<file path="config.mk">
export PLATFORM = sky130hd
export DESIGN_NAME = ordered_list_insert_before_core
export DESIGN_NICKNAME = d
export VERILOG_FILES = /design/src/design/olib_pkg.sv /design/src/design/olib_store.sv /design/src/design/olib_seq.sv /design/src/design/ordered_list_insert_before_core.sv
export SDC_FILE = /design/constraint.sdc
export NUM_CORES = 2
export LEC_CHECK = 0
export BUFFER_PORTS_ARGS = -buffer_cell sky130_fd_sc_hd__buf_4
export CORE_ASPECT_RATIO = 2
export CORE_UTILIZATION = 30
export CTS_BUF_LIST = sky130_fd_sc_hd__clkbuf_4
export CTS_CLUSTER_DIAMETER = 40
export CTS_CLUSTER_SIZE = 14
export DETAILED_ROUTE_END_ITERATION = 10
export PLACE_DENSITY = 0.46
export SYNTH_ARGS = -nofsm -noshare
export SYNTH_HDL_FRONTEND = slang
export SYNTH_HIERARCHICAL = 1
export SYNTH_SLANG_ARGS = --single-unit
</file>
<file path="constraint.sdc">
create_clock -name clock -period 5.55 [get_ports clock]
set_clock_uncertainty 0.15 [all_clocks]
set_input_delay 1.11 -clock clock [delete_from_list [all_inputs] [get_ports clock]]
set_output_delay 1.11 -clock clock [all_outputs]
set_load 0.05 [all_outputs]
</file>
<file path="src/design/olib_pkg.sv">
`timescale 1ns / 1ps
// ----------------------------------------------------------------------------
// olib_pkg
// Shared types and constants of the ordered list insert-before core: result
// status codes, operation codes, fixed field widths and the store write-enable group.
// ----------------------------------------------------------------------------
package olib_pkg;

   // fixed widths of the beat fields
   localparam int VAL_W = 32;
   localparam int POS_W = 7;
   localparam int RP_W  = 6;
   localparam int ST_W  = 3;

   // result status codes
   typedef enum logic [ST_W-1:0] {
      ST_BEFORE     = 3'd0,
      ST_HEAD       = 3'd1,
      ST_NOT_FOUND  = 3'd2,
      ST_FULL       = 3'd3,
      ST_READ_OK    = 3'd4,
      ST_READ_RANGE = 3'd5
   } status_type;

   // operation codes
   typedef enum logic {
      OP_INSERT = 1'b0,
      OP_READ   = 1'b1
   } op_type;

   // write enables from the sequencer to the list store
   typedef struct packed {
      logic val_we;
      logic link_we;
   } store_we_type;

endpackage

</file>
<file path="src/design/olib_store.sv">
`timescale 1ns / 1ps
// ----------------------------------------------------------------------------
// olib_store
// Value and link memories of the list. One write port per memory, one shared
// read address, registered read data.
// ----------------------------------------------------------------------------
module olib_store #(
   parameter int LIST_DEPTH = 64,
   parameter int ADDR_W     = 6,
   parameter int PTR_W      = 7
) (
   input  logic                            clock,
   input  olib_pkg::store_we_type          wr_en,
   input  logic [ADDR_W-1:0]               val_addr,
   input  logic signed [olib_pkg::VAL_W-1:0] val_data,
   input  logic [ADDR_W-1:0]               link_addr,
   input  logic [PTR_W-1:0]                link_data,
   input  logic [ADDR_W-1:0]               rd_addr,
   output logic signed [olib_pkg::VAL_W-1:0] rd_val,
   output logic [PTR_W-1:0]                rd_link
);

   logic signed [olib_pkg::VAL_W-1:0] val_mem [LIST_DEPTH];
   logic [PTR_W-1:0]                  link_mem [LIST_DEPTH];
   logic signed [olib_pkg::VAL_W-1:0] rd_val_ff;
   logic [PTR_W-1:0]                  rd_link_ff;

   // write values and links, read both at the walk address
   always_ff @(posedge clock) begin
      if (wr_en.val_we) begin
         val_mem[val_addr] <= val_data;
      end
      if (wr_en.link_we) begin
         link_mem[link_addr] <= link_data;
      end
      rd_val_ff  <= val_mem[rd_addr];
      rd_link_ff <= link_mem[rd_addr];
   end

   assign rd_val  = rd_val_ff;
   assign rd_link = rd_link_ff;

endmodule

</file>
<file path="src/design/olib_seq.sv">
`timescale 1ns / 1ps
// ----------------------------------------------------------------------------
// olib_seq
// Sequencer of the list core: holds head pointer and fill count, walks the
// list one element per cycle through a single value compare, and issues the
// link updates and the result beat.
// ----------------------------------------------------------------------------
module olib_seq #(
   parameter int LIST_DEPTH = 64,
   parameter int ADDR_W     = 6,
   parameter int PTR_W      = 7
) (
   input  logic                              clock,
   input  logic                              reset,
   input  logic                              start,
   output logic                              busy,
   input  logic                              req_op,
   input  logic signed [olib_pkg::VAL_W-1:0] req_ref_value,
   input  logic signed [olib_pkg::VAL_W-1:0] req_new_value,
   input  logic [olib_pkg::RP_W-1:0]         req_read_position,
   output logic                              rsp_valid,
   output logic [olib_pkg::ST_W-1:0]         rsp_status,
   output logic [olib_pkg::POS_W-1:0]        rsp_insert_position,
   output logic [olib_pkg::POS_W-1:0]        rsp_list_length,
   output logic signed [olib_pkg::VAL_W-1:0] rsp_read_data,
   output olib_pkg::store_we_type            wr_en,
   output logic [ADDR_W-1:0]                 val_addr,
   output logic signed [olib_pkg::VAL_W-1:0] val_data,
   output logic [ADDR_W-1:0]                 link_addr,
   output logic [PTR_W-1:0]                  link_data,
   output logic [ADDR_W-1:0]                 rd_addr,
   input  logic signed [olib_pkg::VAL_W-1:0] rd_val,
   input  logic [PTR_W-1:0]                  rd_link
);

   localparam logic [PTR_W-1:0] NULL_PTR = PTR_W'(LIST_DEPTH);
   localparam int CMP_W = (PTR_W > olib_pkg::RP_W) ? PTR_W : olib_pkg::RP_W;

   typedef enum logic [1:0] {
      S_IDLE,
      S_INS_WALK,
      S_INS_LINK,
      S_RD_WALK
   } state_type;

   state_type                         state_ff, state_in;
   logic [PTR_W-1:0]                  head_ff, head_in;
   logic [PTR_W-1:0]                  fill_ff, fill_in;
   logic signed [olib_pkg::VAL_W-1:0] ref_ff, ref_in;
   logic [PTR_W-1:0]                  slot_ff, slot_in;
   logic [ADDR_W-1:0]                 prev_ff, prev_in;
   logic [PTR_W-1:0]                  cur_ff, cur_in;
   logic [PTR_W-1:0]                  pos_ff, pos_in;
   logic [olib_pkg::RP_W-1:0]         remain_ff, remain_in;
   logic                              rsp_valid_ff, rsp_valid_in;
   olib_pkg::status_type              rsp_status_ff, rsp_status_in;
   logic [olib_pkg::POS_W-1:0]        rsp_pos_ff, rsp_pos_in;
   logic [olib_pkg::POS_W-1:0]        rsp_len_ff, rsp_len_in;
   logic signed [olib_pkg::VAL_W-1:0] rsp_data_ff, rsp_data_in;

   logic accept;
   logic match;
   logic link_null;
   logic full;
   logic rd_range;

   assign accept    = start && (state_ff == S_IDLE);
   assign match     = (rd_val == ref_ff);
   assign link_null = (rd_link == NULL_PTR);
   assign full      = (fill_ff == NULL_PTR);
   assign rd_range  = (CMP_W'(req_read_position) >= CMP_W'(fill_ff));

   // new value always lands in the next free entry
   assign val_addr = ADDR_W'(fill_ff);
   assign val_data = req_new_value;

   // next state, store accesses and result beat
   always_comb begin
      state_in      = state_ff;
      head_in       = head_ff;
      fill_in       = fill_ff;
      ref_in        = ref_ff;
      slot_in       = slot_ff;
      prev_in       = prev_ff;
      cur_in        = cur_ff;
      pos_in        = pos_ff;
      remain_in     = remain_ff;
      rsp_valid_in  = 1'b0;
      rsp_status_in = rsp_status_ff;
      rsp_pos_in    = rsp_pos_ff;
      rsp_len_in    = rsp_len_ff;
      rsp_data_in   = rsp_data_ff;
      wr_en         = '0;
      link_addr     = ADDR_W'(slot_ff);
      link_data     = cur_ff;
      rd_addr       = ADDR_W'(head_ff);

      case (state_ff)
         S_IDLE: begin
            if (accept) begin
               rsp_pos_in  = '0;
               rsp_data_in = '0;
               ref_in      = req_ref_value;
               slot_in     = fill_ff;
               cur_in      = head_ff;
               pos_in      = '0;
               remain_in   = req_read_position;
               if (req_op == olib_pkg::OP_INSERT) begin
                  if (full) begin
                     // drop the insert
                     rsp_valid_in  = 1'b1;
                     rsp_status_in = olib_pkg::ST_FULL;
                     rsp_len_in    = olib_pkg::POS_W'(fill_ff);
                  end else if (head_ff == NULL_PTR) begin
                     // empty list: new entry becomes the head
                     wr_en.val_we  = 1'b1;
                     wr_en.link_we = 1'b1;
                     link_addr     = ADDR_W'(fill_ff);
                     link_data     = head_ff;
                     head_in       = fill_ff;
                     fill_in       = fill_ff + PTR_W'(1);
                     rsp_valid_in  = 1'b1;
                     rsp_status_in = olib_pkg::ST_HEAD;
                     rsp_len_in    = olib_pkg::POS_W'(fill_in);
                  end else begin
                     wr_en.val_we = 1'b1;
                     state_in     = S_INS_WALK;
                  end
               end else begin
                  if (rd_range) begin
                     rsp_valid_in  = 1'b1;
                     rsp_status_in = olib_pkg::ST_READ_RANGE;
                     rsp_len_in    = olib_pkg::POS_W'(fill_ff);
                  end else begin
                     state_in = S_RD_WALK;
                  end
               end
            end
         end

         S_INS_WALK: begin
            if (match) begin
               // link the new entry in front of the match
               wr_en.link_we = 1'b1;
               link_data     = cur_ff;
               if (pos_ff == '0) begin
                  head_in       = slot_ff;
                  fill_in       = fill_ff + PTR_W'(1);
                  state_in      = S_IDLE;
                  rsp_valid_in  = 1'b1;
                  rsp_status_in = olib_pkg::ST_HEAD;
                  rsp_len_in    = olib_pkg::POS_W'(fill_in);
               end else begin
                  state_in = S_INS_LINK;
               end
            end else if (link_null) begin
               // no match: new entry becomes the head
               wr_en.link_we = 1'b1;
               link_data     = head_ff;
               head_in       = slot_ff;
               fill_in       = fill_ff + PTR_W'(1);
               state_in      = S_IDLE;
               rsp_valid_in  = 1'b1;
               rsp_status_in = olib_pkg::ST_NOT_FOUND;
               rsp_len_in    = olib_pkg::POS_W'(fill_in);
            end else begin
               // advance one link
               prev_in = ADDR_W'(cur_ff);
               cur_in  = rd_link;
               pos_in  = pos_ff + PTR_W'(1);
               rd_addr = ADDR_W'(rd_link);
            end
         end

         S_INS_LINK: begin
            // point the predecessor at the new entry
            wr_en.link_we = 1'b1;
            link_addr     = prev_ff;
            link_data     = slot_ff;
            fill_in       = fill_ff + PTR_W'(1);
            state_in      = S_IDLE;
            rsp_valid_in  = 1'b1;
            rsp_status_in = olib_pkg::ST_BEFORE;
            rsp_pos_in    = olib_pkg::POS_W'(pos_ff);
            rsp_len_in    = olib_pkg::POS_W'(fill_in);
         end

         S_RD_WALK: begin
            if (remain_ff == '0) begin
               state_in      = S_IDLE;
               rsp_valid_in  = 1'b1;
               rsp_status_in = olib_pkg::ST_READ_OK;
               rsp_data_in   = rd_val;
               rsp_len_in    = olib_pkg::POS_W'(fill_ff);
            end else if (link_null) begin
               state_in      = S_IDLE;
               rsp_valid_in  = 1'b1;
               rsp_status_in = olib_pkg::ST_READ_RANGE;
               rsp_len_in    = olib_pkg::POS_W'(fill_ff);
            end else begin
               remain_in = remain_ff - olib_pkg::RP_W'(1);
               rd_addr   = ADDR_W'(rd_link);
            end
         end

         default: begin
            state_in = S_IDLE;
         end
      endcase
   end

   // hold state and registered outputs
   always_ff @(posedge clock) begin
      if (reset) begin
         state_ff     <= S_IDLE;
         head_ff      <= NULL_PTR;
         fill_ff      <= '0;
         rsp_valid_ff <= 1'b0;
      end else begin
         state_ff     <= state_in;
         head_ff      <= head_in;
         fill_ff      <= fill_in;
         rsp_valid_ff <= rsp_valid_in;
      end
      ref_ff        <= ref_in;
      slot_ff       <= slot_in;
      prev_ff       <= prev_in;
      cur_ff        <= cur_in;
      pos_ff        <= pos_in;
      remain_ff     <= remain_in;
      rsp_status_ff <= rsp_status_in;
      rsp_pos_ff    <= rsp_pos_in;
      rsp_len_ff    <= rsp_len_in;
      rsp_data_ff   <= rsp_data_in;
   end

   assign busy                = (state_ff != S_IDLE);
   assign rsp_valid           = rsp_valid_ff;
   assign rsp_status          = rsp_status_ff;
   assign rsp_insert_position = rsp_pos_ff;
   assign rsp_list_length     = rsp_len_ff;
   assign rsp_read_data       = rsp_data_ff;

endmodule

</file>
<file path="src/design/ordered_list_insert_before_core.sv">
`timescale 1ns / 1ps
// Results: for a full store, an empty list or a read past the end, the result
//   beat follows in the cycle after accept; otherwise an insert walks the list
//   in S_INS_WALK (then S_INS_LINK mid-list) and a read walks it in S_RD_WALK.
// Throughput: one item at a time; the list walk visits one element per cycle.
// Reset: empties the list (head null, fill count zero); memories are not cleared.
// The result beat is a one-cycle strobe; the receiver cannot stall.
// ----------------------------------------------------------------------------
// ordered_list_insert_before_core
// Singly linked list of signed values with insert-before-reference and
// read-at-position commands.
// ----------------------------------------------------------------------------
module ordered_list_insert_before_core #(
   parameter int LIST_DEPTH = 64
) (
   input  logic                              clock,
   input  logic                              reset,
   input  logic                              start,
   output logic                              busy,
   input  logic                              req_op,
   input  logic signed [olib_pkg::VAL_W-1:0] req_ref_value,
   input  logic signed [olib_pkg::VAL_W-1:0] req_new_value,
   input  logic [olib_pkg::RP_W-1:0]         req_read_position,
   output logic                              rsp_valid,
   output logic [olib_pkg::ST_W-1:0]         rsp_status,
   output logic [olib_pkg::POS_W-1:0]        rsp_insert_position,
   output logic [olib_pkg::POS_W-1:0]        rsp_list_length,
   output logic signed [olib_pkg::VAL_W-1:0] rsp_read_data
);

   localparam int ADDR_W = (LIST_DEPTH > 2) ? $clog2(LIST_DEPTH) : 1;
   localparam int PTR_W  = $clog2(LIST_DEPTH + 1);

   olib_pkg::store_we_type            wr_en;
   logic [ADDR_W-1:0]                 val_addr;
   logic signed [olib_pkg::VAL_W-1:0] val_data;
   logic [ADDR_W-1:0]                 link_addr;
   logic [PTR_W-1:0]                  link_data;
   logic [ADDR_W-1:0]                 rd_addr;
   logic signed [olib_pkg::VAL_W-1:0] rd_val;
   logic [PTR_W-1:0]                  rd_link;

   // walk and update sequencer
   olib_seq #(
      .LIST_DEPTH (LIST_DEPTH),
      .ADDR_W     (ADDR_W),
      .PTR_W      (PTR_W)
   ) u_seq (
      .clock               (clock),
      .reset               (reset),
      .start               (start),
      .busy                (busy),
      .req_op              (req_op),
      .req_ref_value       (req_ref_value),
      .req_new_value       (req_new_value),
      .req_read_position   (req_read_position),
      .rsp_valid           (rsp_valid),
      .rsp_status          (rsp_status),
      .rsp_insert_position (rsp_insert_position),
      .rsp_list_length     (rsp_list_length),
      .rsp_read_data       (rsp_read_data),
      .wr_en               (wr_en),
      .val_addr            (val_addr),
      .val_data            (val_data),
      .link_addr           (link_addr),
      .link_data           (link_data),
      .rd_addr             (rd_addr),
      .rd_val              (rd_val),
      .rd_link             (rd_link)
   );

   // value and link memories
   olib_store #(
      .LIST_DEPTH (LIST_DEPTH),
      .ADDR_W     (ADDR_W),
      .PTR_W      (PTR_W)
   ) u_store (
      .clock     (clock),
      .wr_en     (wr_en),
      .val_addr  (val_addr),
      .val_data  (val_data),
      .link_addr (link_addr),
      .link_data (link_data),
      .rd_addr   (rd_addr),
      .rd_val    (rd_val),
      .rd_link   (rd_link)
   );

endmodule

</file>
==> qor.yml <==
start_util: 0.3015
synth_most_common_cell: "edfxtp_1"
r2r_setup_slack_ps: 280
coreArea_um2: 342300
wl_met3_um: 11730
drc: 0
synthDistinctLibCells: 69
wl_met2_um: 188400
dp.cells: 9489
synth-main-ff-cell: "edfxtp_1"
hold_depth: 1
async_reset_ff_frac: 0
worstHoldEndpoint: "u_store/val_mem[19][16]"
drt_iter0_markers: 3746
grt_pass1_wl_um: 448700
yosys_warnings: 6
slew_headroom: 0.1360
routed_wl_um: 326400
clk_latency_ps: 1430
rr_endpoint: "u_store/rd_val[30]"
start_kind: "register"
fp.dieH_um: 831.6
clockBufferDepth: 4
postCtsSetupRepairBufs: 0
ios: 125
clock-sinks: 2666
cts_tree: "done"
synth_area_leaders: "edfxtp_1, mux4_2, mux2i_1"
path_max_fanout: 26
yosys.area.top_type: "edfxtp_1"
r2r_cells: 17
port-buffer-count: 124
antenna_found_initial: 29
cts_root_buffer: "clkbuf_4"
end_kind: "register"
fp.dieW_um: 416.8
post_drt_wl_per_cell_um: 32.43
fin_setup_tns_ps: 0
route.layer.met1.wl_um: 110900
dieArea_um2: 346600
grt_max_degree: 65
ys_seq_area_frac: 0.7701
leakagePower_nw: 36.14
hold_viol: 0
r2r-start: "u_store/rd_val[8]"
irDropWorstVdd_mv: 0.1362
cts_max_level: 5
row_count: 304
drive_gt1_frac: 0.3453
finalMaxSlewViolations: 0
area_growth_pct: 14.53
globalplace.congestion: 0.8444
dp_hpwl_um: 210100
rsz0062_at_grt: "false"
power.density_nw_per_um2: 336.9
detailedRoute.firstPassIterationCount: 5
finalNonFillerCells: 10070
min_period_ps: 5271
cap_violations: 0
ys_ff_latch: 2666
syn_inst: 4711
hp-start: "req_new_value[16]"
crit_arrival_ps: 6360
grt_use_total: 0.1870
crit_type: "register to register"
routed.top_layer: "met5"
first_global_vias: 54150
fmax_mhz: 189.7
required_ps: 6640
fin_nets: 5463
setup_violations: 0
syn_area_um2: 103200
numCtsBuffers: 276
syn-num-nets: 4800
status: "finished, final reports clean"
vias_per_cell: 5.035
antenna_left: 0
synth_common_cells: "edfxtp_1, mux4_2, nor2_1"
postSynthAreaPerCell_um2: 21.91
fillers: 32170
synth_edf_count: 2610
vias: 50690
grt_remaining_overflow: 0
min_path_type: "input pin to register"
synth_top_area_frac: 0.7593
path_clk_slew_ps: 150
tightest_slew_ps: 1296
post-route-period-util: 0.9498
-- worst max path at each step --
stage / start / end / cells past startpoint / slack, ps
after floorplan: req_op / u_store/val_mem[16][0] / 5 / 650
after global placement: u_store/rd_val[23] / u_store/rd_val[30] / 16 / -460
after detailed placement: u_store/rd_val[23] / u_store/rd_val[30] / 16 / -410
after CTS: u_store/rd_val[23] / u_store/rd_val[30] / 16 / 30
after global routing: u_seq/ref_ff[18] / u_store/rd_val[30] / 17 / 70
final: u_store/rd_val[8] / u_store/rd_val[30] / 17 / 280
-- per-stage QoR --
| stage | hold slack, ps | utilization | cell area, um^2 | total power (W) | setup slack (ps) |
|---|---|---|---|---|---|
| after floorplan | 276.4 | - | 103200 | 0.02650 | 647.6 |
| after global placement | 282.4 | 0.3324 | 113800 | 0.02964 | -461.9 |
| after detailed placement | 284.0 | 0.3324 | 113800 | 0.02966 | -406.3 |
| after CTS | 2.570 | 0.3447 | 118000 | 0.04044 | 29.67 |
| after global routing | 66.90 | 0.3453 | 118200 | 0.04122 | 70.04 |
| final | 118.8 | 0.3453 | 118200 | 0.03983 | 278.6 |
-- registers in the layout, summed over array words and instances, names as in the netlist --
name	flops
u_seq/rsp_valid	1
u_seq/cur_ff	7
u_seq/head_ff	7
u_store/rd_link	7
u_seq/prev_ff	6
u_seq/state_ff	2
u_store/link_mem	448
u_seq/slot_ff	7
u_store/val_mem	2048
u_seq/rsp_read_data	32
u_store/rd_val	32
u_seq/pos_ff	7
u_seq/fill_ff	7
u_seq/rsp_status	3
u_seq/remain_ff	6
u_seq/rsp_insert_position	7
u_seq/rsp_list_length	7
u_seq/ref_ff	32
-- critical path: stages, from the launching register on --
cell and delay (ps):
dfxtp_1 490, xnor2_1 150, nand4_1 110, buf_4 160, or4_1 610, buf_4 250
nor3_4 140, or3_4 190, a22o_4 230, buf_12 210, buf_12 260, buf_4 210
buf_4 240, mux4_2 520, mux2_2 280, a22oi_2 380, nand3_1 230, buf_4 180
-- final cells by class --
class	count	area [um^2]	share of cell area
flip-flops and latches	2666	79500	0.6725
multi-input cells	1733	22760	0.1926
clock buffers	326	2447	0.02070
diodes	82	205.2	0.001736
clock inverters	126	1285	0.01087
repair buffers	660	6316	0.05343
well taps	4437	5552	0.04696
inverters	37	148.9	0.001259
-- cells by family (layout without fill, tap and decap cells) --
family                     count (synthesis)  count (layout)  share of synthesized area
AOI/OAI and AO/OA                        282             282                    0.01941
xor gates and xnor gates                  41              41                   0.003479
adders and majority gates                 15              15                   0.001818
buffers and inverters                    312            1149                    0.01587
DFF                                     2666            2666                     0.7701
muxes                                    912             912                     0.1663
other                                      0              82                          0
and+or+nand+nor                          483             483                    0.02301
-- layout by cell type, fill, tap and decap left out, drive strengths merged, types with 6 or more instances in the layout --
cell type / instances
ha: 15
nor4: 9
o22ai: 76
inv: 63
a211oi: 22
diode: 82
nand3b: 15
nand4: 10
edfxtp: 2610
dfxtp: 56
bufinv: 17
mux2: 122
nor3: 30
nand3: 52
clkbuf: 326
o21ai: 30
and2: 41
a31o: 7
nand2b: 11
o221a: 7
mux2i: 162
clkinv: 59
xnor2: 37
nand2: 55
o221ai: 6
mux4: 628
clkinvlp: 24
a21oi: 33
nor2: 210
dlygate4sd3: 44
or3: 7
buf: 616
nor2b: 11
a22oi: 35
a22o: 42
or4: 21
-- routing by layer --
metal  up-vias  GRT usage
met5         -          0
met4        12    0.07986
met3       454    0.02120
met2      1287     0.3733
met1     27820     0.1924
li1      21120          -
-- repair_timing --
action / CTS / global route
hold endpoints to repair: 94 / 0
resized for setup: 7 / 2
pin swaps: 0 / 1
setup endpoints to repair: 8 / 2
hold buffers: 44 / 0
-- power by group --
part	switching, W	internal (W)
Clock	0.00698	0.00377
Sequential	0.000379	0.0226
Combinational	0.00363	0.00250
Total	0.0110	0.0289
No activity file was read; power rests on OpenSTA's default activity.
